File: src/dlw_pkg.sv
// ----------------------------------------------------------------------------
// dlw_pkg
// shared widths, defaults, controller states and the command/status bundles
// of the dda line pixel walker
// ----------------------------------------------------------------------------
package dlw_pkg;

   localparam int COORD_W       = 14;
   localparam int CELL_W        = 6;
   localparam int MAX_CELLS     = 64;
   localparam int CNT_W         = $clog2(MAX_CELLS);
   localparam int FRAC_BITS_DEF = 8;
   localparam int GRID_SIZE_DEF = 64;

   typedef enum logic [2:0] {
      ST_IDLE,
      ST_SETUP,
      ST_DIV,
      ST_SLOPE,
      ST_WALK
   } dlw_state_type;

   typedef struct packed {
      logic load;
      logic div_start;
      logic slope_load;
      logic walk_step;
   } dlw_cmd_type;

   typedef struct packed {
      logic end_valid;
      logic zero_len;
      logic vertical;
      logic div_done;
      logic walk_cond;
      logic walk_last;
   } dlw_status_type;

endpackage

File: src/dlw_div.sv
// ----------------------------------------------------------------------------
// dlw_div
// restoring unsigned divider, one quotient bit per cycle
// ----------------------------------------------------------------------------
module dlw_div #(
   parameter int NUM_W = 22,
   parameter int DEN_W = 14
) (
   input  logic             clock,
   input  logic             reset,
   input  logic             div_start,
   input  logic [NUM_W-1:0] num,
   input  logic [DEN_W-1:0] den,
   output logic [NUM_W-1:0] quot,
   output logic             div_done
);
   localparam int DC_W = $clog2(NUM_W + 1);

   logic [DEN_W-1:0] rem_ff,  rem_in;
   logic [NUM_W-1:0] quot_ff, quot_in;
   logic [DC_W-1:0]  cnt_ff,  cnt_in;
   logic             run_ff,  run_in;
   logic             done_ff, done_in;
   logic [DEN_W:0]   rem_shift;
   logic             ge;

   always_comb begin
      rem_shift = {rem_ff, quot_ff[NUM_W-1]};
      ge        = rem_shift >= {1'b0, den};
      rem_in    = rem_ff;
      quot_in   = quot_ff;
      cnt_in    = cnt_ff;
      run_in    = run_ff;
      done_in   = done_ff;
      if (div_start) begin
         rem_in  = '0;
         quot_in = num;
         cnt_in  = DC_W'(NUM_W);
         run_in  = 1'b1;
         done_in = 1'b0;
      end else if (run_ff) begin
         rem_in  = ge ? DEN_W'(rem_shift - {1'b0, den}) : DEN_W'(rem_shift);
         quot_in = {quot_ff[NUM_W-2:0], ge};
         cnt_in  = cnt_ff - 1'b1;
         if (cnt_ff == DC_W'(1)) begin
            run_in  = 1'b0;
            done_in = 1'b1;
         end
      end
   end

   always_ff @(posedge clock) begin
      rem_ff  <= rem_in;
      quot_ff <= quot_in;
      if (reset) begin
         cnt_ff  <= '0;
         run_ff  <= 1'b0;
         done_ff <= 1'b0;
      end else begin
         cnt_ff  <= cnt_in;
         run_ff  <= run_in;
         done_ff <= done_in;
      end
   end

   assign quot     = quot_ff;
   assign div_done = done_ff;

endmodule

File: src/dlw_ctrl.sv
// ----------------------------------------------------------------------------
// dlw_ctrl
// line walk sequencer: setup, slope divide (skipped for vertical lines), then one cell per cycle
// ----------------------------------------------------------------------------
module dlw_ctrl (
   input  logic                    clock,
   input  logic                    reset,
   input  logic                    start,
   output logic                    busy,
   input  dlw_pkg::dlw_status_type status,
   output dlw_pkg::dlw_cmd_type    cmd
);
   import dlw_pkg::*;

   dlw_state_type state_ff, state_in;

   always_comb begin
      state_in = state_ff;
      case (state_ff)
         ST_IDLE: begin
            if (start) state_in = ST_SETUP;
         end
         ST_SETUP: begin
            if (!status.end_valid || status.zero_len) state_in = ST_IDLE;
            else if (status.vertical)                 state_in = ST_WALK;
            else                                      state_in = ST_DIV;
         end
         ST_DIV: begin
            if (status.div_done) state_in = ST_SLOPE;
         end
         ST_SLOPE: state_in = ST_WALK;
         ST_WALK: begin
            if (!status.walk_cond || status.walk_last) state_in = ST_IDLE;
         end
         default: state_in = ST_IDLE;
      endcase
   end

   always_comb begin
      cmd = '0;
      case (state_ff)
         ST_IDLE:  cmd.load = start;
         ST_SETUP: begin
            if (status.end_valid && !status.zero_len) begin
               cmd.slope_load = status.vertical;
               cmd.div_start  = !status.vertical;
            end
         end
         ST_DIV:   cmd = '0;
         ST_SLOPE: cmd.slope_load = 1'b1;
         ST_WALK:  cmd.walk_step = status.walk_cond;
         default:  cmd = '0;
      endcase
   end

   always_ff @(posedge clock) begin
      if (reset) begin
         state_ff <= ST_IDLE;
      end else begin
         state_ff <= state_in;
      end
   end

   assign busy = (state_ff != ST_IDLE);

endmodule

File: src/dlw_datapath.sv
// ----------------------------------------------------------------------------
// dlw_datapath
// line registers, y accumulator, walk tests and the registered result beat
// ----------------------------------------------------------------------------
module dlw_datapath #(
   parameter int FRAC_BITS = 8,
   parameter int GRID_SIZE = 64,
   parameter int NUM_W     = 22,
   parameter int DEN_W     = 14
) (
   input  logic                          clock,
   input  logic                          reset,
   input  dlw_pkg::dlw_cmd_type          cmd,
   output dlw_pkg::dlw_status_type       status,
   input  logic [dlw_pkg::COORD_W-1:0]   req_start_x,
   input  logic [dlw_pkg::COORD_W-1:0]   req_start_y,
   input  logic [dlw_pkg::COORD_W-1:0]   req_end_x,
   input  logic [dlw_pkg::COORD_W-1:0]   req_end_y,
   input  logic                          req_end_valid,
   output logic [NUM_W-1:0]              div_num,
   output logic [DEN_W-1:0]              div_den,
   input  logic [NUM_W-1:0]              div_quot,
   input  logic                          div_done,
   output logic                          rsp_strobe,
   output logic [dlw_pkg::CELL_W-1:0]    rsp_cell_x,
   output logic [dlw_pkg::CELL_W-1:0]    rsp_cell_y,
   output logic                          rsp_last_cell
);
   import dlw_pkg::*;

   localparam int INT_W = (COORD_W > FRAC_BITS) ? COORD_W - FRAC_BITS : 1;
   localparam int Y_W   = FRAC_BITS + COORD_W;
   localparam int YI_W  = Y_W - FRAC_BITS;
   localparam int CMP_W = INT_W + 8;
   localparam logic [NUM_W-1:0] LIM = NUM_W'(GRID_SIZE * (1 << FRAC_BITS));
   localparam logic signed [Y_W-1:0] ONE = Y_W'(1 << FRAC_BITS);

   logic [INT_W-1:0]        x_ff, x_in, xend_ff, xend_in;
   logic signed [Y_W-1:0]   y_ff, y_in, rowlim_ff, rowlim_in, ystep_ff, ystep_in;
   logic [CNT_W-1:0]        cnt_ff, cnt_in;
   logic                    valid_ff, vert_ff, zero_ff, xpos_ff, yneg_ff;
   logic                    valid_in, vert_in, zero_in, xpos_in, yneg_in;
   logic [NUM_W-1:0]        num_ff, num_in;
   logic [DEN_W-1:0]        den_ff, den_in;
   logic                    strobe_ff, strobe_in, last_ff, last_in;
   logic [CELL_W-1:0]       cx_ff, cx_in, cy_ff, cy_in;

   logic signed [COORD_W:0] dx, dy;
   logic [COORD_W-1:0]      adx, ady, ey_floor;
   logic [NUM_W-1:0]        mag;
   logic [INT_W-1:0]        x_next;
   logic signed [Y_W-1:0]   y_next;
   logic                    cond_now, cond_next;
   logic [YI_W-1:0]         y_int;

   function automatic logic walk_test(input logic [INT_W-1:0] xv,
                                      input logic signed [Y_W-1:0] yv,
                                      input logic vert, input logic xpos,
                                      input logic yneg,
                                      input logic [INT_W-1:0] xe,
                                      input logic signed [Y_W-1:0] rl);
      logic r;
      if (vert) r = yneg ? (yv >= rl) : (yv <= rl);
      else      r = xpos ? (xv < xe) : (xv > xe);
      return r;
   endfunction

   always_comb begin
      dx       = $signed({1'b0, req_end_x}) - $signed({1'b0, req_start_x});
      dy       = $signed({1'b0, req_end_y}) - $signed({1'b0, req_start_y});
      adx      = dx[COORD_W] ? COORD_W'(-dx) : COORD_W'(dx);
      ady      = dy[COORD_W] ? COORD_W'(-dy) : COORD_W'(dy);
      ey_floor = (req_end_y >> FRAC_BITS) << FRAC_BITS;
      mag      = (div_quot > LIM) ? LIM : div_quot;

      x_next    = vert_ff ? x_ff : (xpos_ff ? x_ff + 1'b1 : x_ff - 1'b1);
      y_next    = y_ff + ystep_ff;
      cond_now  = walk_test(x_ff, y_ff, vert_ff, xpos_ff, yneg_ff, xend_ff, rowlim_ff);
      cond_next = walk_test(x_next, y_next, vert_ff, xpos_ff, yneg_ff, xend_ff,
                            rowlim_ff);

      x_in      = x_ff;
      y_in      = y_ff;
      xend_in   = xend_ff;
      rowlim_in = rowlim_ff;
      ystep_in  = ystep_ff;
      cnt_in    = cnt_ff;
      valid_in  = valid_ff;
      vert_in   = vert_ff;
      zero_in   = zero_ff;
      xpos_in   = xpos_ff;
      yneg_in   = yneg_ff;
      num_in    = num_ff;
      den_in    = den_ff;

      if (cmd.load) begin
         x_in      = INT_W'(req_start_x >> FRAC_BITS);
         xend_in   = INT_W'(req_end_x >> FRAC_BITS);
         y_in      = $signed({{(Y_W - COORD_W){1'b0}}, req_start_y});
         rowlim_in = $signed({{(Y_W - COORD_W){1'b0}}, ey_floor});
         cnt_in    = '0;
         valid_in  = req_end_valid;
         vert_in   = (dx == '0);
         zero_in   = (dx == '0) && (dy == '0);
         xpos_in   = !dx[COORD_W] && (dx != '0);
         yneg_in   = dy[COORD_W];
         num_in    = NUM_W'(ady) << FRAC_BITS;
         den_in    = DEN_W'(adx);
      end
      if (cmd.slope_load) begin
         if (vert_ff) ystep_in = yneg_ff ? -ONE : ONE;
         else         ystep_in = yneg_ff ? -Y_W'(mag) : Y_W'(mag);
      end
      if (cmd.walk_step) begin
         x_in   = x_next;
         y_in   = y_next;
         cnt_in = cnt_ff + 1'b1;
      end

      y_int = y_ff[Y_W-1:FRAC_BITS];
      if (CMP_W'(x_ff) >= CMP_W'(GRID_SIZE)) cx_in = CELL_W'(GRID_SIZE - 1);
      else                                   cx_in = CELL_W'(x_ff);
      if (y_ff[Y_W-1])                       cy_in = '0;
      else if (y_int >= YI_W'(GRID_SIZE))    cy_in = CELL_W'(GRID_SIZE - 1);
      else                                   cy_in = CELL_W'(y_int);
      strobe_in = cmd.walk_step;
      last_in   = (cnt_ff == CNT_W'(MAX_CELLS - 1)) || !cond_next;
   end

   always_ff @(posedge clock) begin
      x_ff      <= x_in;
      y_ff      <= y_in;
      xend_ff   <= xend_in;
      rowlim_ff <= rowlim_in;
      ystep_ff  <= ystep_in;
      cnt_ff    <= cnt_in;
      num_ff    <= num_in;
      den_ff    <= den_in;
      xpos_ff   <= xpos_in;
      yneg_ff   <= yneg_in;
      cx_ff     <= cx_in;
      cy_ff     <= cy_in;
      last_ff   <= last_in;
      if (reset) begin
         valid_ff  <= 1'b0;
         vert_ff   <= 1'b0;
         zero_ff   <= 1'b0;
         strobe_ff <= 1'b0;
      end else begin
         valid_ff  <= valid_in;
         vert_ff   <= vert_in;
         zero_ff   <= zero_in;
         strobe_ff <= strobe_in;
      end
   end

   always_comb begin
      status.end_valid = valid_ff;
      status.zero_len  = zero_ff;
      status.vertical  = vert_ff;
      status.div_done  = div_done;
      status.walk_cond = cond_now;
      status.walk_last = last_in;
   end

   assign div_num       = num_ff;
   assign div_den       = den_ff;
   assign rsp_strobe    = strobe_ff;
   assign rsp_cell_x    = cx_ff;
   assign rsp_cell_y    = cy_ff;
   assign rsp_last_cell = last_ff;

endmodule

File: src/dda_line_pixel_walker.sv
// first cell: a vertical line goes from setup straight to the walk, else the walk waits on
// the bit-serial slope divider (one quotient bit per cycle) and the slope load
// throughput: one cell per cycle once walking, up to 64 cells, then back to idle
// busy is high from setup until the walk ends; the last cell beat follows in idle
// reset: synchronous, clears the sequencer and the result strobe; results cannot stall
// ----------------------------------------------------------------------------
// dda_line_pixel_walker
// walks the grid cells of an x-stepping dda line (y-stepping when vertical) between two fixed-point points
// ----------------------------------------------------------------------------
module dda_line_pixel_walker #(
   parameter int FRAC_BITS = dlw_pkg::FRAC_BITS_DEF,
   parameter int GRID_SIZE = dlw_pkg::GRID_SIZE_DEF
) (
   input  logic                        clock,
   input  logic                        reset,
   input  logic                        start,
   output logic                        busy,
   input  logic [dlw_pkg::COORD_W-1:0] req_start_x,
   input  logic [dlw_pkg::COORD_W-1:0] req_start_y,
   input  logic [dlw_pkg::COORD_W-1:0] req_end_x,
   input  logic [dlw_pkg::COORD_W-1:0] req_end_y,
   input  logic                        req_end_valid,
   output logic                        rsp_strobe,
   output logic [dlw_pkg::CELL_W-1:0]  rsp_cell_x,
   output logic [dlw_pkg::CELL_W-1:0]  rsp_cell_y,
   output logic                        rsp_last_cell
);
   import dlw_pkg::*;

   localparam int NUM_W = COORD_W + FRAC_BITS;
   localparam int DEN_W = COORD_W;

   dlw_cmd_type      cmd;
   dlw_status_type   status;
   logic [NUM_W-1:0] div_num, div_quot;
   logic [DEN_W-1:0] div_den;
   logic             div_done;

   dlw_ctrl u_ctrl (
      .clock  (clock),
      .reset  (reset),
      .start  (start),
      .busy   (busy),
      .status (status),
      .cmd    (cmd)
   );

   dlw_div #(
      .NUM_W (NUM_W),
      .DEN_W (DEN_W)
   ) u_div (
      .clock     (clock),
      .reset     (reset),
      .div_start (cmd.div_start),
      .num       (div_num),
      .den       (div_den),
      .quot      (div_quot),
      .div_done  (div_done)
   );

   dlw_datapath #(
      .FRAC_BITS (FRAC_BITS),
      .GRID_SIZE (GRID_SIZE),
      .NUM_W     (NUM_W),
      .DEN_W     (DEN_W)
   ) u_datapath (
      .clock         (clock),
      .reset         (reset),
      .cmd           (cmd),
      .status        (status),
      .req_start_x   (req_start_x),
      .req_start_y   (req_start_y),
      .req_end_x     (req_end_x),
      .req_end_y     (req_end_y),
      .req_end_valid (req_end_valid),
      .div_num       (div_num),
      .div_den       (div_den),
      .div_quot      (div_quot),
      .div_done      (div_done),
      .rsp_strobe    (rsp_strobe),
      .rsp_cell_x    (rsp_cell_x),
      .rsp_cell_y    (rsp_cell_y),
      .rsp_last_cell (rsp_last_cell)
   );

endmodule

File: config.mk
export PLATFORM = sky130hd
export DESIGN_NAME = dda_line_pixel_walker
export DESIGN_NICKNAME = d
export VERILOG_FILES = /design/src/dlw_pkg.sv /design/src/dlw_div.sv /design/src/dlw_ctrl.sv /design/src/dlw_datapath.sv /design/src/dda_line_pixel_walker.sv
export SDC_FILE = /design/constraint.sdc
export NUM_CORES = 1
export LEC_CHECK = 0
export CORE_MARGIN = 1.5
export CORE_UTILIZATION = 57
export DETAILED_ROUTE_END_ITERATION = 16
export DONT_BUFFER_PORTS = 1
export PLACE_DENSITY_LB_ADDON = 0.2
export SLEW_MARGIN = 20
export SYNTH_ARGS = -nofsm -noshare
export SYNTH_HDL_FRONTEND = slang
export SYNTH_SLANG_ARGS = --single-unit
File: constraint.sdc
create_clock -name clock -period 9.7 [get_ports clock]
set_clock_uncertainty 0.1 [all_clocks]
set_input_delay 1.455 -clock clock [delete_from_list [all_inputs] [get_ports clock]]
set_output_delay 1.455 -clock clock [all_outputs]
set_load 0.01 [all_outputs]
# [Word-level counts from Yosys, hierarchy flattened]
# Index checks and enable logic that the tools add are counted.
# W data, S select, Z words.
[op_classes] mux=40 n_eq_ne=9 magnitude_cmp=11 add_sub_neg=11 reduce_logical=22
[op_table] cell="$mux W22" n=8
[op_table] cell="$ge A22 B15 Y1" n=2
[op_table] cell="$le A22 B15 Y1" n=2
[op_table] cell="$mux W14" n=3
[op_table] cell="$mux W6" n=7
[op_table] cell="$logic_not A15 Y1" n=2
[op_table] cell="$sub A14 B14 Y15" n=2
[op_table] cell="$neg A14 Y14" n=2
[op_table] cell="$add A22 B22 Y22" n=1
[op_table] cell="$gt A22 B15 Y1 const B" n=1
[op_table] cell="$neg A22 Y22" n=1
[op_table] cell="$ge A15 B14 Y1" n=1
[op_table] cell="$mux W3" n=5
[op_table] cell="$pmux W3 S5" n=1
[op_table] cell="$reduce_bool A15 Y1" n=1
[op_table] cell="$ge A14 B7 Y1 const B" n=1
[op_table] cell="$sub A14 B14 Y14" n=1
[op_table] cell="$add A6 B1 Y6 const B" n=2
[op_table] cell="$gt A6 B6 Y1" n=2
[op_table] cell="$lt A6 B6 Y1" n=2
[op_table] cell="$mux W1" n=12
[op_table] cell="$mux W5" n=2
[op_table] cell="$eq A3 B2 Y1 const B" n=2
[op_table] cell="$eq A6 B6 Y1 const B" n=1
[op_table] cell="other kinds (18)" n=29
[totals] input_bits=60 regBits=161 out_inout_bits=15 wordCells=118

# [Logic depth before layout (Yosys ltp)]
# Gate-level depths: netlist of run 1.
[logic_depth] word_depth=11 depth_mapped=20 ltp_nobuf=20

# [Hierarchy]
# A second synthesis of run 1 with hierarchy kept.
[hier_totals] hier_cells=1170 hier_area_um2=11293.3
[by_module_without_submodules] module="dlw_datapath" seq_area_each_um2=3283.1 n_inst=1 area_per_inst_um2=8486.9 cells_each=891
[by_module_without_submodules] module="dlw_div" seq_area_each_um2=1081.0 n_inst=1 area_per_inst_um2=2627.5 cells_each=259
[by_module_without_submodules] module="dlw_ctrl" seq_area_each_um2=60.1 n_inst=1 area_per_inst_um2=178.9 cells_each=20

# [Least setup slack after synthesis of run 1]
# OpenSTA, ideal clock, no wires.
[synth_timing] kind="input port to flip-flop" start="input req_start_x[1] (netlist name)" end="register u_datapath.zero_ff" setup_ns=0.069 slack_ns=5.367 n_path_buf=0 cell_stages=11 required_time_ns=9.531 arrival_time_ns=4.164 cell_sequence="inv_1 ha_1 nor2b_1 o21ai_0 a21o_1 a31oi_1 a221o_1 a311o_1 or3_1 or4b_1 o21ai_1"
[synth_between] elab_chain_len=3
[synth_lines] element="from (decl)" line_no="dda_line_pixel_walker.sv:18" source="input logic [dlw_pkg::COORD_W-1:0] req_start_x,"
[synth_lines] element="$sub A14 B14 Y15" line_no="dlw_datapath.sv:69" source="dx = $signed({1'b0, req_end_x}) - $signed({1'b0, req_start_x});"
[synth_lines] element="$logic_not A15 Y1" line_no="dlw_datapath.sv:104" source="zero_in = (dx == '0) && (dy == '0);"
[synth_lines] element="$logic_and A1 B1 Y1" line_no="dlw_datapath.sv:104"
[synth_lines] element="to (signal assigned)" line_no="dlw_datapath.sv:152" source="zero_ff <= zero_in;"
[synth_lines] element="to (decl)" line_no="dlw_datapath.sv:41" source="logic valid_ff, vert_ff, zero_ff, xpos_ff, yneg_ff;"
# No other way between the ends.
# A chain may end at the register's enable or synchronous reset.

# [Final worst setup path of run 1]
[layout_timing] start="register u_datapath.ystep_ff[0]" end="register u_ctrl.state_ff[2]"
[layout_between] elab_chain_len=9 elab_cells_between_ends=10 classes_between="1 x add/sub; 2 x order compare; 1 x eq/ne; 2 x mux; 4 x reduce/logical"
[layout_lines] element="from (decl)" line_no="dlw_datapath.sv:39" source="logic signed [Y_W-1:0] y_ff, y_in, rowlim_ff, rowlim_in, ystep_ff, ystep_in;"
[layout_lines] element="from (signal assigned)" line_no="dlw_datapath.sv:135" source="ystep_ff <= ystep_in;"
[layout_lines] element="$add A22 B22 Y22 *" line_no="dlw_datapath.sv:77" source="y_next = y_ff + ystep_ff;"
[layout_lines] element="$le A22 B15 Y1 / $ge A22 B15 Y1 (equally long branches)" line_no="dlw_datapath.sv:63" source="if (vert) r = yneg ? (yv >= rl) : (yv <= rl);"
[layout_lines] element="$mux W1 * (2 in a row)" line_no="dlw_datapath.sv:63"
[layout_lines] element="$logic_not A1 Y1 *" line_no="dlw_datapath.sv:127" source="last_in = (cnt_ff == CNT_W'(MAX_CELLS - 1)) || !cond_next;"
[layout_lines] element="$logic_or A1 B1 Y1 *" line_no="dlw_datapath.sv:127"
[layout_lines] element="$logic_or A1 B1 Y1 *" line_no="dlw_ctrl.sv:33" source="if (!status.walk_cond || status.walk_last) state_in = ST_IDLE;"
[layout_lines] element="$ne A2 B1 Y1 (no source line) *"
[layout_lines] element="$reduce_and A3 Y1 (no source line) *"
[layout_lines] element="to (signal assigned)" line_no="dlw_ctrl.sv:60" source="state_ff <= state_in;"
[layout_lines] element="to (decl)" line_no="dlw_ctrl.sv:15" source="dlw_state_type state_ff, state_in;"
# Mark *: on every way between the ends. The rest lies on a longest branch, timed or not.

==> summary by stage, run 1 <==
Outcome
The flow ran to the end, and the final reports show no timing, DRC or antenna violations.

Worst setup path
The worst setup path is of the reg -> reg kind. The number of cells on the worst reg-to-reg path is 19. In this run the critical register-to-register path is captured at u_ctrl.state_ff[2]. Setup slack on the worst reg-to-reg path comes out at 5.28 ns. In this run the worst setup path begins at u_datapath.ystep_ff[0]. The endpoint of the most critical setup path is u_ctrl.state_ff[2]. Data on the critical path is required at its endpoint by 9.92 ns.

Data arrives at the worst endpoint at 4.65 ns. The startpoint identified for the worst register-to-register timing path is u_datapath.ystep_ff[0]. Along the worst path, the maximum fanout reaches 4. STA classifies the critical path endpoint as a flop.

The startpoint type of the worst setup path is a flop.

Layout
Registers take 4420 um2. The area of the multi-input gates is 6050 um2. The repair_antennas step left the layout with diodes totalling 0. After the last flow step, the layout net total stands at 1,335. The layout-stage area growth over the synthesis result is 6.98%. The finished cells cover 11,800 um2. The share of layout cells above drive strength 1 is 5.90%. The filler cells instantiated in the layout total 1,629. Excluding fillers, the count of instances in the completed layout stands at 1,446.

STA
The max-slew violation count is 0. At the pin with the least slew margin, the transition time is 0.998 ns. Headroom to the max-slew limit came out at 33.5%. The ratio of final minimum period to clock period is 45.6%. The final setup slack of the worst path is 5.28 ns. For this run, the top clock speed supported by timing is 226 MHz. Setup repair after global routing left no endpoint under its margin. The clock period minus worst slack is 4.42 ns. The number of setup violations in the final report is 0. In the final timing run, aggregate negative setup slack is 0 ns. On the final layout, the worst hold slack is 0.344 ns.

The number of hold violations in the final report is 0.

Clocking
The clock tree from TritonCTS is yes. The count of H-tree levels built during CTS is 4. The root buffer cell chosen for the clock tree is sky130_fd_sc_hd__clkbuf_16. CTS saw 161 sinks. At the later pin of the worst-skew pair, clock insertion delay measures 0.43 ns. The maximum number of buffers from clock root to sink is 2. Post-CTS timing repair inserted 0 buffers for setup. For this design, the CTS-stage hold fixing added 0 buffers. The number of buffers inserted during clock tree synthesis is 17.

The post-cts sizing count is 0. After clock tree synthesis, the clock-pin slew on the worst setup and hold paths is 0.06 ns.

Floorplan
The cell row count is 50. The die footprint is 20,100 um2. Once the floorplan was initialized, standard cells occupied 58.4% of the core. From left edge to right edge, the die measures 142 um. In this run the count of I/O pins placed on the die edge is 75.

The die is 142 um tall. The placeable core area is 18,800 um2.

Drt
The first routing iteration left 482 violations. The detailed-route wire length is 24,700 um. Once detail routing completed, the nets flagged for antenna violations numbered 0. After detailed routing, the average wire length per cell comes to 17.1 um. The routed layout has 8,461 vias. The first TritonRoute pass finished after 5 iterations. Using the TritonRoute via totals, the vias-per-cell ratio works out to 5.85.

The post-detailed-route DRC marker count is 0.

Place
The port buffer count is 0. The number of cells in the design after placement is 1,414. The post-detailed-placement cell area is 11,200 um2. Detailed placement finished with a half-perimeter wire length of 18,800 um. The setup slack at placement is 5.05 ns. The weighted congestion reported at the end of routability-driven placement is 0.905.

Global routing
The leftover overflow at the end of global routing is 0. The first global-routing pass estimated 40,100 um of wire. The overall fraction of global-route tracks in use is 25.5%. Entering global routing, the biggest net connects 39 pins. The number of antenna violations at the first check in global routing is 1.

The number of global-route vias before repair is 8,150.

Yosys
Each instance of the synthesized netlist takes up on average 9.30 um2. The part of the Yosys area used for sequential elements is 40.3%. Synthesis produced a netlist with a net count of 1,344. Counting flops and latches in the post-synthesis netlist gives 161. The synthesized design contains 120 enable-type register cells.

The predominant post-synthesis flop cell is sky130_fd_sc_hd__edfxtp_1. The cell count after synthesis came out at 1,182. The number of library cell types mapped by synthesis is 80.

Of all flip-flops after synthesis, the portion carrying an async set or reset was 0%. The count of yosys warnings during synthesis is 0. The mapped netlist covers 11,000 um2.

Power and ir drop
The analysis attributes to cell leakage a power of 4.82 nW. The worst-case IR drop observed on VDD is 0.145 mV. The power density relative to cell area is 188 nW/um2.

Worst hold path
In this run the worst hold path is classified as reg -> reg.

Flow run
The number of violations of the max-capacitance limit is 0.
kinds of logic (layout without fill, tap and decap cells):
group	Yosys count	count (layout)	synth area share (%)
AO/OA/AOI/OAI	294	294	16.9
XOR/XNOR	91	91	7.25
adder cells (fa/ha/maj)	102	102	12.0
buffers and inverters	127	131	4.77
flip-flops	161	161	40.3
multiplexers	21	21	2.02
AND/OR/NAND/NOR	386	386	16.8
report_power, final:
group	leakage (nW)	switching [mW]	total [mW]	internal, mW
Clock	0.257	0.265	0.639	0.374
Sequential	1.47	0.0488	0.878	0.829
Combinational	3.09	0.399	0.696	0.297
Total	4.82	0.713	2.21	1.50
worst min path at each step:
stage	cells past startpoint	slack, ns	start	endpoint
6_report	2	0.34	u_datapath.valid_ff	u_datapath.valid_ff
4_1_cts	2	0.35	u_datapath.valid_ff	u_datapath.valid_ff
5_1_grt	0	0.37	u_datapath.cx_in[5]	u_datapath.rsp_cell_x[5]
2_1_floorplan	0	0.30	u_datapath.cx_in[5]	u_datapath.rsp_cell_x[5]
3_3_place_gp	2	0.33	u_datapath.valid_ff	u_datapath.valid_ff
3_5_place_dp	2	0.34	u_datapath.valid_ff	u_datapath.valid_ff
state kept, by name, indices dropped and copies added (netlist names), 3 cells and up:
name,flops
u_datapath.xend_ff,6
u_datapath.rsp_cell_y,6
u_ctrl.state_ff,3
u_div.cnt_ff,5
u_datapath.cnt_ff,6
u_div.rem_ff,14
u_datapath.cx_in,6
u_datapath.rsp_cell_x,6
u_datapath.div_den,14
u_datapath.div_num,14
u_div.quot,22
u_datapath.ystep_ff,22
u_datapath.rowlim_ff,6
u_datapath.y_ff,22
cell type report:
type                            instances  share of cell area (%)
Clock buffer                           20                    3.71
Clock inverter                         12                   0.990
Inverter                               90                    2.87
Multi-Input combinational cell        894                    51.5
Sequential cell                       161                    37.6
Tap cell                              260                    2.77
Timing Repair Buffer                    9                   0.575
synth_stat cells (11+ instances only):
cell,number,area share (%)
sky130_fd_sc_hd__a31oi_1,15,0.85
sky130_fd_sc_hd__a21o_1,24,1.6
sky130_fd_sc_hd__xnor2_1,56,4.5
sky130_fd_sc_hd__and3_1,14,0.80
sky130_fd_sc_hd__nand2_1,136,4.6
sky130_fd_sc_hd__nand3_1,16,0.73
sky130_fd_sc_hd__nor4_1,11,0.63
sky130_fd_sc_hd__nor2_1,99,3.4
sky130_fd_sc_hd__a21oi_1,93,4.2
sky130_fd_sc_hd__nor2b_1,18,1.0
sky130_fd_sc_hd__edfxtp_1,120,33
sky130_fd_sc_hd__ha_1,97,11
sky130_fd_sc_hd__xor2_1,35,2.8
sky130_fd_sc_hd__dfxtp_1,41,7.5
sky130_fd_sc_hd__nand2b_1,13,0.74
sky130_fd_sc_hd__nor3_1,22,1.0
sky130_fd_sc_hd__inv_1,89,3.0
sky130_fd_sc_hd__and2_1,12,0.68
sky130_fd_sc_hd__o21ai_0,70,3.2
sky130_fd_sc_hd__mux2i_1,12,1.1
sky130_fd_sc_hd__clkbuf_1,29,0.99
routing by layer:
metal	GRT usage, %	vias to the layer above	part of all wire, %
met3	4.76	43	4.0
met5	0	-	0
li1	-	4221	-
met2	44.5	184	50
met4	9.12	0	2.3
met1	31.5	4013	44
worst max-delay path, stage by stage, from the launching register on:
cell                       delay, ns
sky130_fd_sc_hd__edfxtp_1       0.36
sky130_fd_sc_hd__ha_1           0.20
sky130_fd_sc_hd__inv_1          0.07
sky130_fd_sc_hd__fa_1           0.39
sky130_fd_sc_hd__nand2b_1       0.18
sky130_fd_sc_hd__a211oi_1       0.37
sky130_fd_sc_hd__o21ai_0        0.28
sky130_fd_sc_hd__nand2_1        0.22
sky130_fd_sc_hd__a21o_1         0.14
sky130_fd_sc_hd__a21oi_1        0.07
sky130_fd_sc_hd__xnor2_1        0.22
sky130_fd_sc_hd__ha_1           0.28
sky130_fd_sc_hd__nand4_1        0.13
sky130_fd_sc_hd__nor2_1         0.06
sky130_fd_sc_hd__a211oi_1       0.50
sky130_fd_sc_hd__nand3_1        0.15
sky130_fd_sc_hd__o211ai_1       0.12
sky130_fd_sc_hd__mux2i_1        0.10
sky130_fd_sc_hd__o211a_1        0.21
sky130_fd_sc_hd__o21a_1         0.16
metrics by stage:
stage	util, %	total power, mW
final	62.4	2.21
after global routing	62.4	2.36
after CTS	62.4	2.22
after detailed placement	59.5	1.58
after global placement	59.5	1.57
after floorplan	-	1.44
placed cells by master, fill, tap and decap left out, types with 6 or more instances in the layout:
cell / instances
sky130_fd_sc_hd__nor3_1: 22
sky130_fd_sc_hd__nand3_1: 16
sky130_fd_sc_hd__nor2_1: 98
sky130_fd_sc_hd__mux2_2: 9
sky130_fd_sc_hd__a21oi_1: 93
sky130_fd_sc_hd__clkbuf_16: 17
sky130_fd_sc_hd__nor2b_1: 18
sky130_fd_sc_hd__ha_1: 97
sky130_fd_sc_hd__nor4_1: 11
sky130_fd_sc_hd__edfxtp_1: 120
sky130_fd_sc_hd__a21o_1: 24
sky130_fd_sc_hd__nand2b_1: 13
sky130_fd_sc_hd__and3_1: 14
sky130_fd_sc_hd__o211ai_1: 9
sky130_fd_sc_hd__xnor2_1: 56
sky130_fd_sc_hd__a21boi_0: 6
sky130_fd_sc_hd__nand4_1: 9
sky130_fd_sc_hd__and2_1: 12
sky130_fd_sc_hd__o31ai_1: 7
sky130_fd_sc_hd__nand2_1: 136
sky130_fd_sc_hd__mux2i_1: 12
sky130_fd_sc_hd__buf_4: 9
sky130_fd_sc_hd__o21ai_0: 70
sky130_fd_sc_hd__o21a_1: 8
sky130_fd_sc_hd__o31a_2: 7
sky130_fd_sc_hd__a31oi_1: 15
sky130_fd_sc_hd__inv_1: 88
sky130_fd_sc_hd__a211oi_1: 9
sky130_fd_sc_hd__or3_1: 6
sky130_fd_sc_hd__dfxtp_1: 41
sky130_fd_sc_hd__xor2_1: 35
Power figures use the tool's default switching activity.
==> inputs of run 2 (changes only) <==
==> constraint.sdc (replaced) <==
create_clock -name clock -period 4.5 [get_ports clock]
set_clock_uncertainty 0.1 [all_clocks]
set_input_delay 0.675 -clock clock [delete_from_list [all_inputs] [get_ports clock]]
set_output_delay 0.675 -clock clock [all_outputs]
set_load 0.01 [all_outputs]
==> run 2 against run 1 <==
Cell count rose by 0.35%; worst setup slack lost 4.9 ns; first-iteration DRC count grew 40%; routed wire length up 1.8%; sequential share of layout area fell by 0.43 points; maximum frequency is 6.5% higher; count of clock-buffer cells in the layout fell by 2; critical path depth decreased by 8; cell area up 1.2%; clock power up 140%; non-clock buffer count rose by 5; register-to-register slack worse by 4.9 ns.
==> summary by stage, run 2 (synthesis results as in run 1) <==
Outcome
The flow ran to the end, and the final reports show no timing, DRC or antenna violations.

Worst setup path
In this run the critical register-to-register path is launched from u_div.quot[2]. The cell type of the slowest stage on the worst timing path is sky130_fd_sc_hd__or4_4. In this design, the stage delay of the slowest critical-path cell is 0.59 ns. The critical path is of the reg -> reg type.

For the worst setup path, the data required time is 4.64 ns. The critical path starts at u_div.quot[2]. The endpoint class of the critical path is a flop.

Among the stages of the critical path, the cell type that occurs most often is sky130_fd_sc_hd__or4_4. For the worst setup path, the data arrival time is 4.30 ns. The maximum fanout along the worst path is 7.

The startpoint type of the worst setup path is a flop. On the critical path the largest part of the delay comes from simple AND/OR/NAND/NOR gates. The buffers plus inverters on the worst setup path is 0.

The signal on the critical path passes through or4_4 > or3_4 > or4_4 > or2_1 > nand2b_4 > a21oi_2 > nand2_1 > ha_1 > nor2b_1 > nor2_1 > a2111oi_2.

STA
After routing, the total negative slack on setup checks comes to 0 ns. The clock period minus worst slack is 4.15 ns. Setup violations remaining at the end of the flow were counted as 0. Setup repair after global routing left no endpoint under its margin. The final setup slack of the worst path is 0.345 ns. The max-slew violation count is 0. Dividing the final minimum period by the clock period gives 92.3%.

The number of hold violations in the final report is 0. The relative max-transition margin is 28.7%. Based on the critical path, the design can be clocked at up to 241 MHz. At the pin with the least slew margin, the transition time is 1.07 ns.

Floorplan
In this run the vertical extent of the chip is 142 um. The starting density of the core is 58.4%. The die footprint is 20,100 um2.

After floorplanning, the core was divided into 50 placement rows. The x dimension of the die is 142 um. The top-level I/O count is 75.

The region available for standard cell placement spans 18,800 um2.

Global routing
The first-pass GRT wire length is 41,200 um. The number of global-route vias before repair is 8,095. The overall fraction of global-route tracks in use is 26.3%.

The pin count of the biggest net entering global routing is 39. The total overflow left after global routing is 0. The number of antenna violations at the first check in global routing is 0.

Worst hold path
The startpoint identified for the worst hold timing path is reset. The classification of the worst-slack hold path is in -> reg.

Clocking
The count of hold-fix buffers inserted at cts is 0. TritonCTS built the clock tree. The later-pin clock latency in the skew report is 0.43 ns. The count of H-tree levels built during CTS is 4. Clock tree synthesis inserted a total of 17 buffers.

Counting along the longest clock path gives a buffer depth of 2. The tree is rooted in a sky130_fd_sc_hd__clkbuf_16. CTS saw 161 sinks. The clock edge transition at the registers on the reported setup and hold paths is 0.06 ns.

Flow run
The number of violations of the max-capacitance limit is 0.

Power and ir drop
VDD sags by at most 0.308 mV. Net switching is 31.5% of the power. The leakage power summed over all cells is 4.89 nW. The proportion of power drawn by flip-flops and latches is 38.2%. The power density relative to cell area is 417 nW/um2. The combinational group share of total power is 30.5%. The clock network accounts for 31.3% of the total power. The internal power is 3.39 mW. The total net switching power is 1.56 mW.

Drt
After the first detailed-routing iteration, the DRC count stood at 674. In the final routed layout, each cell accounts on average for 17.3 um. The number of search-and-repair iterations in the first detailed-routing pass is 7. Dividing the detail-routed via count by the number of cells gives 5.85.

The detailed-route wire length is 25,200 um. After detailed routing, the number of remaining DRC violations is 0. The total vias in the final route is 8,484.

Once detail routing completed, the nets flagged for antenna violations numbered 0.

Layout
In the final layout, the multi-input gates occupy 6050 um2. Leaving out fill and tap cells, the most frequent cells in the layout are 136 x sky130_fd_sc_hd__nand2_1, 120 x sky130_fd_sc_hd__edfxtp_1, 98 x sky130_fd_sc_hd__nor2_1. The count of placed standard cells in the final layout, fillers left out is 1,451.

Cells with a size suffix above 1 make up 6.97% of the layout. The count of filler cells inserted in the layout is 1,588. 0 antenna diodes ended up in the layout. The most common library cell in the layout ignoring fill and taps is sky130_fd_sc_hd__nand2_1. Compared with the post-synthesis result, the final layout area differs by 8.25%. The storage element area is 4430 um2. The net count of the finished layout is 1,340.

Place
The setup slack at placement is 0.402 ns. The port buffer count is 0. The weighted congestion reported at the end of routability-driven placement is 0.948. Counting tap cells, the placed design contains a total of 1,419 instances. The wire-length estimate of the detail-placed layout is 19,300 um.
[run 2: cell types whose count changed in the layout (fill, tap and decap cells not counted), sizes merged]
cell / before / now
inv: 90 / 89
clkbuf: 20 / 18
clkinv: 6 / 7
bufinv: 2 / 4
buf: 9 / 14
[run 2: timing repair]
action / CTS / global route
buffers inserted: 0 / 0
hold endpoints to repair: 0 / 0
gates resized for setup: 0 / 1
endpoints found under the setup margin: 0 / 1
[run 2: metal layers]
metal | global-route usage [%] | part of all wire (%) | up-vias
met5 | 0 | 0 | -
met1 | 33.9 | 45 | 3980
met4 | 11.7 | 3.2 | 0
li1 | - | - | 4224
met3 | 3.85 | 4.6 | 57
met2 | 44.2 | 48 | 223
[run 2: worst paths after layout]
path                         endpoint  slack, ns  cells past startpoint
max            u_datapath.ystep_ff[4]       0.35                     11
min                   u_div.cnt_ff[1]       0.20                      1
max reg2reg    u_datapath.ystep_ff[4]       0.35                     11
min reg2reg  u_datapath.rsp_cell_x[5]       0.34                      0
[run 2: cell type report]
type | instances | area share [%]
clock buffers | 18 | 3.79
clock inverters | 14 | 1.57
inverters | 90 | 2.84
multi-input cells | 894 | 50.9
flip-flops and latches | 161 | 37.2
well taps | 260 | 2.73
repair buffers | 14 | 0.989
[run 2: power groups by stage]
stage	Combinational (mW)	Sequential, mW	Clock (mW)
after floorplan	1.22	1.88	0
after global placement	1.48	1.92	0
after detailed placement	1.50	1.92	0
after CTS	1.51	1.89	1.57
after global routing	1.73	1.91	1.63
final	1.51	1.89	1.55
[run 2: stage by stage]
step	power, mW	instance area [um2]	util [%]	hold slack (ns)
after global placement	3.40	11200	59.7	0.323
after floorplan	3.11	11000	-	0.296
after detailed placement	3.42	11200	59.7	0.321
after CTS	4.98	11900	63.1	0.190
after global routing	5.27	11900	63.2	0.190
final	4.96	11900	63.2	0.205
==> inputs of run 3 (changes only) <==
--- a/config.mk
+++ b/config.mk
@@ -13,4 +13,5 @@
 export SLEW_MARGIN = 20
 export SYNTH_ARGS = -nofsm -noshare
 export SYNTH_HDL_FRONTEND = slang
+export SYNTH_HIERARCHICAL = 1
 export SYNTH_SLANG_ARGS = --single-unit
==> run 3 against run 2 <==
Cell area rose by 1.7%; area after synthesis rose by 2.8%; register-to-register slack got worse by 0.03 ns; sequential power barely moved; hold slack improved by 0.0066 ns; count of clock-buffer cells in the layout did not move; critical path type unchanged; critical endpoint is now u_ctrl/state_ff[2].
==> summary by stage, run 3 <==
Outcome
The run finished with clean final reports.

Floorplan
Once the floorplan was initialized, standard cells occupied 58.0% of the core. The cell row count is 51. The core region is 19,500 um2. The x dimension of the die is 144 um.

The top-level I/O count is 75. The die footprint is 20,700 um2. The die height is 144 um.

STA
Setup repair after global routing left no endpoint under its margin. At the pin with the least slew margin, the transition time is 0.995 ns. The ratio of final minimum period to clock period is 93.1%. The max-slew violation count was 0. The number of setup violations in the final report is 0. The worst path needs 4.19 ns of the cycle, external delays included. After routing, the total negative slack on setup checks comes to 0 ns. Measured against its own limit, the worst slew margin works out to 33.6%. The number of hold violations in the final report was 0. Based on the critical path, the design can be clocked at up to 239 MHz.

Yosys
The post-synthesis average cell area is 9.65 um2. Yosys attributes the largest share of cell area to sky130_fd_sc_hd__edfxtp_1 32%, sky130_fd_sc_hd__ha_1 11%, sky130_fd_sc_hd__dfxtp_1 7.3%. Synthesis inferred 161 register bits.

After technology mapping, the gate count stands at 1,170. The area fraction of the dominant cell type after synthesis is 31.9%. The part of the Yosys area used for sequential elements is 39.2%. For this run, the number of Yosys warnings is 6.

The biggest area contributor in the post-synthesis netlist is sky130_fd_sc_hd__edfxtp_1. The fraction of synthesis flops using an asynchronous set or reset pin is 0%. Among all flip-flop cells after synthesis, the most frequent one is sky130_fd_sc_hd__edfxtp_1. The post-synthesis instance area is 11,300 um2. Sorting the synthesized cells by how often they occur yields 120 x sky130_fd_sc_hd__edfxtp_1, 104 x sky130_fd_sc_hd__nor2_1, 98 x sky130_fd_sc_hd__ha_1, 93 x sky130_fd_sc_hd__inv_1, 76 x sky130_fd_sc_hd__nand2_1. The most frequent cell after synthesis is sky130_fd_sc_hd__edfxtp_1. The number of flops mapped to enable cells by yosys is 120.

The number of different library cells used by synthesis comes to 81.

Global routing
The first-pass GRT wire length is 42,100 um. The overall fraction of global-route tracks in use is 26.7%. The number of antenna violations at the first check in global routing is 0. The pin count of the biggest net entering global routing is 47. The number of global-route vias before repair is 8,229. The leftover overflow at the end of global routing is 0.

Drt
The total vias in the final route is 8,619. Dividing the detail-routed wire length by the instance count gives 18.5 um. For this block, the routed nets add up to 26,500 um of wire. The number of nets still failing antenna checks after routing is 0. The number of violations reported at the end of detailed-routing iteration 0 is 597. The number of search-and-repair iterations in the first detailed-routing pass is 5. After detailed routing, the number of vias per cell comes to 6.01. In the routed design, unresolved DRC markers number 0.

Clocking
The number of hold buffers added after CTS was 0. The H-tree generated during clock tree synthesis spans 4 levels. The CTS root buffer is sky130_fd_sc_hd__clkbuf_16. The clock edge transition at the registers on the reported setup and hold paths is 0.07 ns. The later-pin clock latency in the skew report is 0.43 ns.

Clock tree synthesis found a total of 161 sinks. The number of buffers inserted during clock tree synthesis is 17. The clock tree from TritonCTS is yes.

In this run the deepest clock path goes through 2 buffers.

Worst setup path
The data required time of the worst path is 4.75 ns. The startpoint type of the worst setup path is a flop. The cell type of the slowest stage on the worst timing path is sky130_fd_sc_hd__edfxtp_1. By startpoint and endpoint, the worst setup path is classified as reg -> reg. Counting both buffers and inverters, the worst setup path holds a total of 0.

Traced cell by cell, the critical path runs through ha_1 > a21o_1 > a21o_1 > a211oi_4 > nor2_1 > a31oi_2 > xnor2_1 > ha_1 > nand4_1 > nor4b_2 > nand3_1 > or4_1 > or3_1 > nand2_1 > a31o_2 > nand3_1 > nor2_1 > nand2_1 > o31ai_1. Along the worst path, the maximum fanout reaches 5. The data arrival time of the critical path is 4.44 ns. The category of cells accounting for the largest share of critical-path delay is simple AND/OR/NAND/NOR gates. The endpoint class of the critical path is a flop. On the worst path, the slowest cell contributes a delay of 0.40 ns.

Place
Port buffering added 0 buffers. The post-detailed-placement cell area is 11,500 um2. The post-detailed-placement half-perimeter wirelength is 20,100 um. At the end of routability-driven placement, the weighted congestion stood at 0.913.

Power and ir drop
The maximum vdd ir drop is 0.351 mV. The power density relative to cell area is 408 nW/um2. The leakage power summed over all cells is 4.83 nW. The overall power of the completed layout is 4.93 mW.

Layout
In the layout the commonest cells are 120 x sky130_fd_sc_hd__edfxtp_1, 102 x sky130_fd_sc_hd__nor2_1, 98 x sky130_fd_sc_hd__ha_1. The area growth from synthesis to layout is 7.11%. The share of layout cells above drive strength 1 is 9.06%.

The final layout contains 1,320 nets. The cell area after layout is 12,100 um2. The most common library cell in the layout ignoring fill and taps is sky130_fd_sc_hd__edfxtp_1. The repair_antennas step left the layout with diodes totalling 0.

Worst hold path
The classification of the worst-slack hold path is in -> reg.

Flow run
The number of violations of the max-capacitance limit is 0.
[run 3: area by class of cell]
class                   count  area [um2]
well taps                 265         332
clock buffers              18         429
inverters                  94         353
multi-input cells         874        6330
flip-flops and latches    161        4420
repair buffers              9        67.6
clock inverters            14         156
fillers                  1617        7370
[run 3: worst paths after layout]
check | startpoint | to | slack, ns | cells past startpoint
setup reg to reg | u_datapath/y_ff[6] | u_ctrl/state_ff[2] | 0.31 | 19
hold / removal | reset | u_div/cnt_ff[4] | 0.21 | 1
setup / recovery | u_datapath/y_ff[6] | u_ctrl/state_ff[2] | 0.31 | 19
hold reg to reg | u_datapath/cx_in[5] | u_datapath/rsp_cell_x[5] | 0.35 | 0
[run 3: where the power goes]
part	switching, mW	internal (mW)
clock	0.627	0.827
sequential	0.111	1.78
combinational	0.902	0.685
total	1.64	3.29
[run 3: what timing repair did]
item,4_1_cts,5_1_grt
buffers inserted,0,1
resized for setup,0,6
setup endpoints to repair,0,2
[run 3: layer usage]
metal,routed length (um),track usage (%)
met3,1310,4.43
met1,11300,34.1
met4,731,10.1
met5,0,0
met2,13200,45.4
[run 3: cell families (layout without fill, tap and decap cells)]
| logic type | Yosys count | after routing | share of synthesized area, % |
|---|---|---|---|
| XOR/XNOR | 89 | 89 | 6.90 |
| adder cells (fa/ha/maj) | 103 | 103 | 11.7 |
| multiplexers | 47 | 47 | 4.46 |
| AO/OA/AOI/OAI | 286 | 286 | 16.9 |
| other | 1 | 8 | 0.0332 |
| buffers and inverters | 142 | 135 | 5.46 |
| AND/OR/NAND/NOR | 341 | 341 | 15.3 |
| flip-flops | 161 | 161 | 39.2 |
[run 3: per-stage QoR]
stage	hold slack (ns)	utilization [%]	worst slack, ns	cells
after floorplan	0.294	-	0.523	1177
after global placement	0.348	58.9	0.232	1402
after detailed placement	0.340	58.9	0.146	1402
after CTS	0.187	61.9	0.110	1434
after global routing	0.193	62.2	0.00275	1435
final	0.211	62.2	0.312	1435
[run 3: worst register-to-register path, delay by kind of cell (launching register included)]
kind                     cells  cell delay [ns]
adder cells (fa/ha/maj)      2             0.67
XOR/XNOR                     1             0.12
flip-flops                   1             0.40
AND/OR/NAND/NOR             10             1.69
AO/OA/AOI/OAI                6             1.14
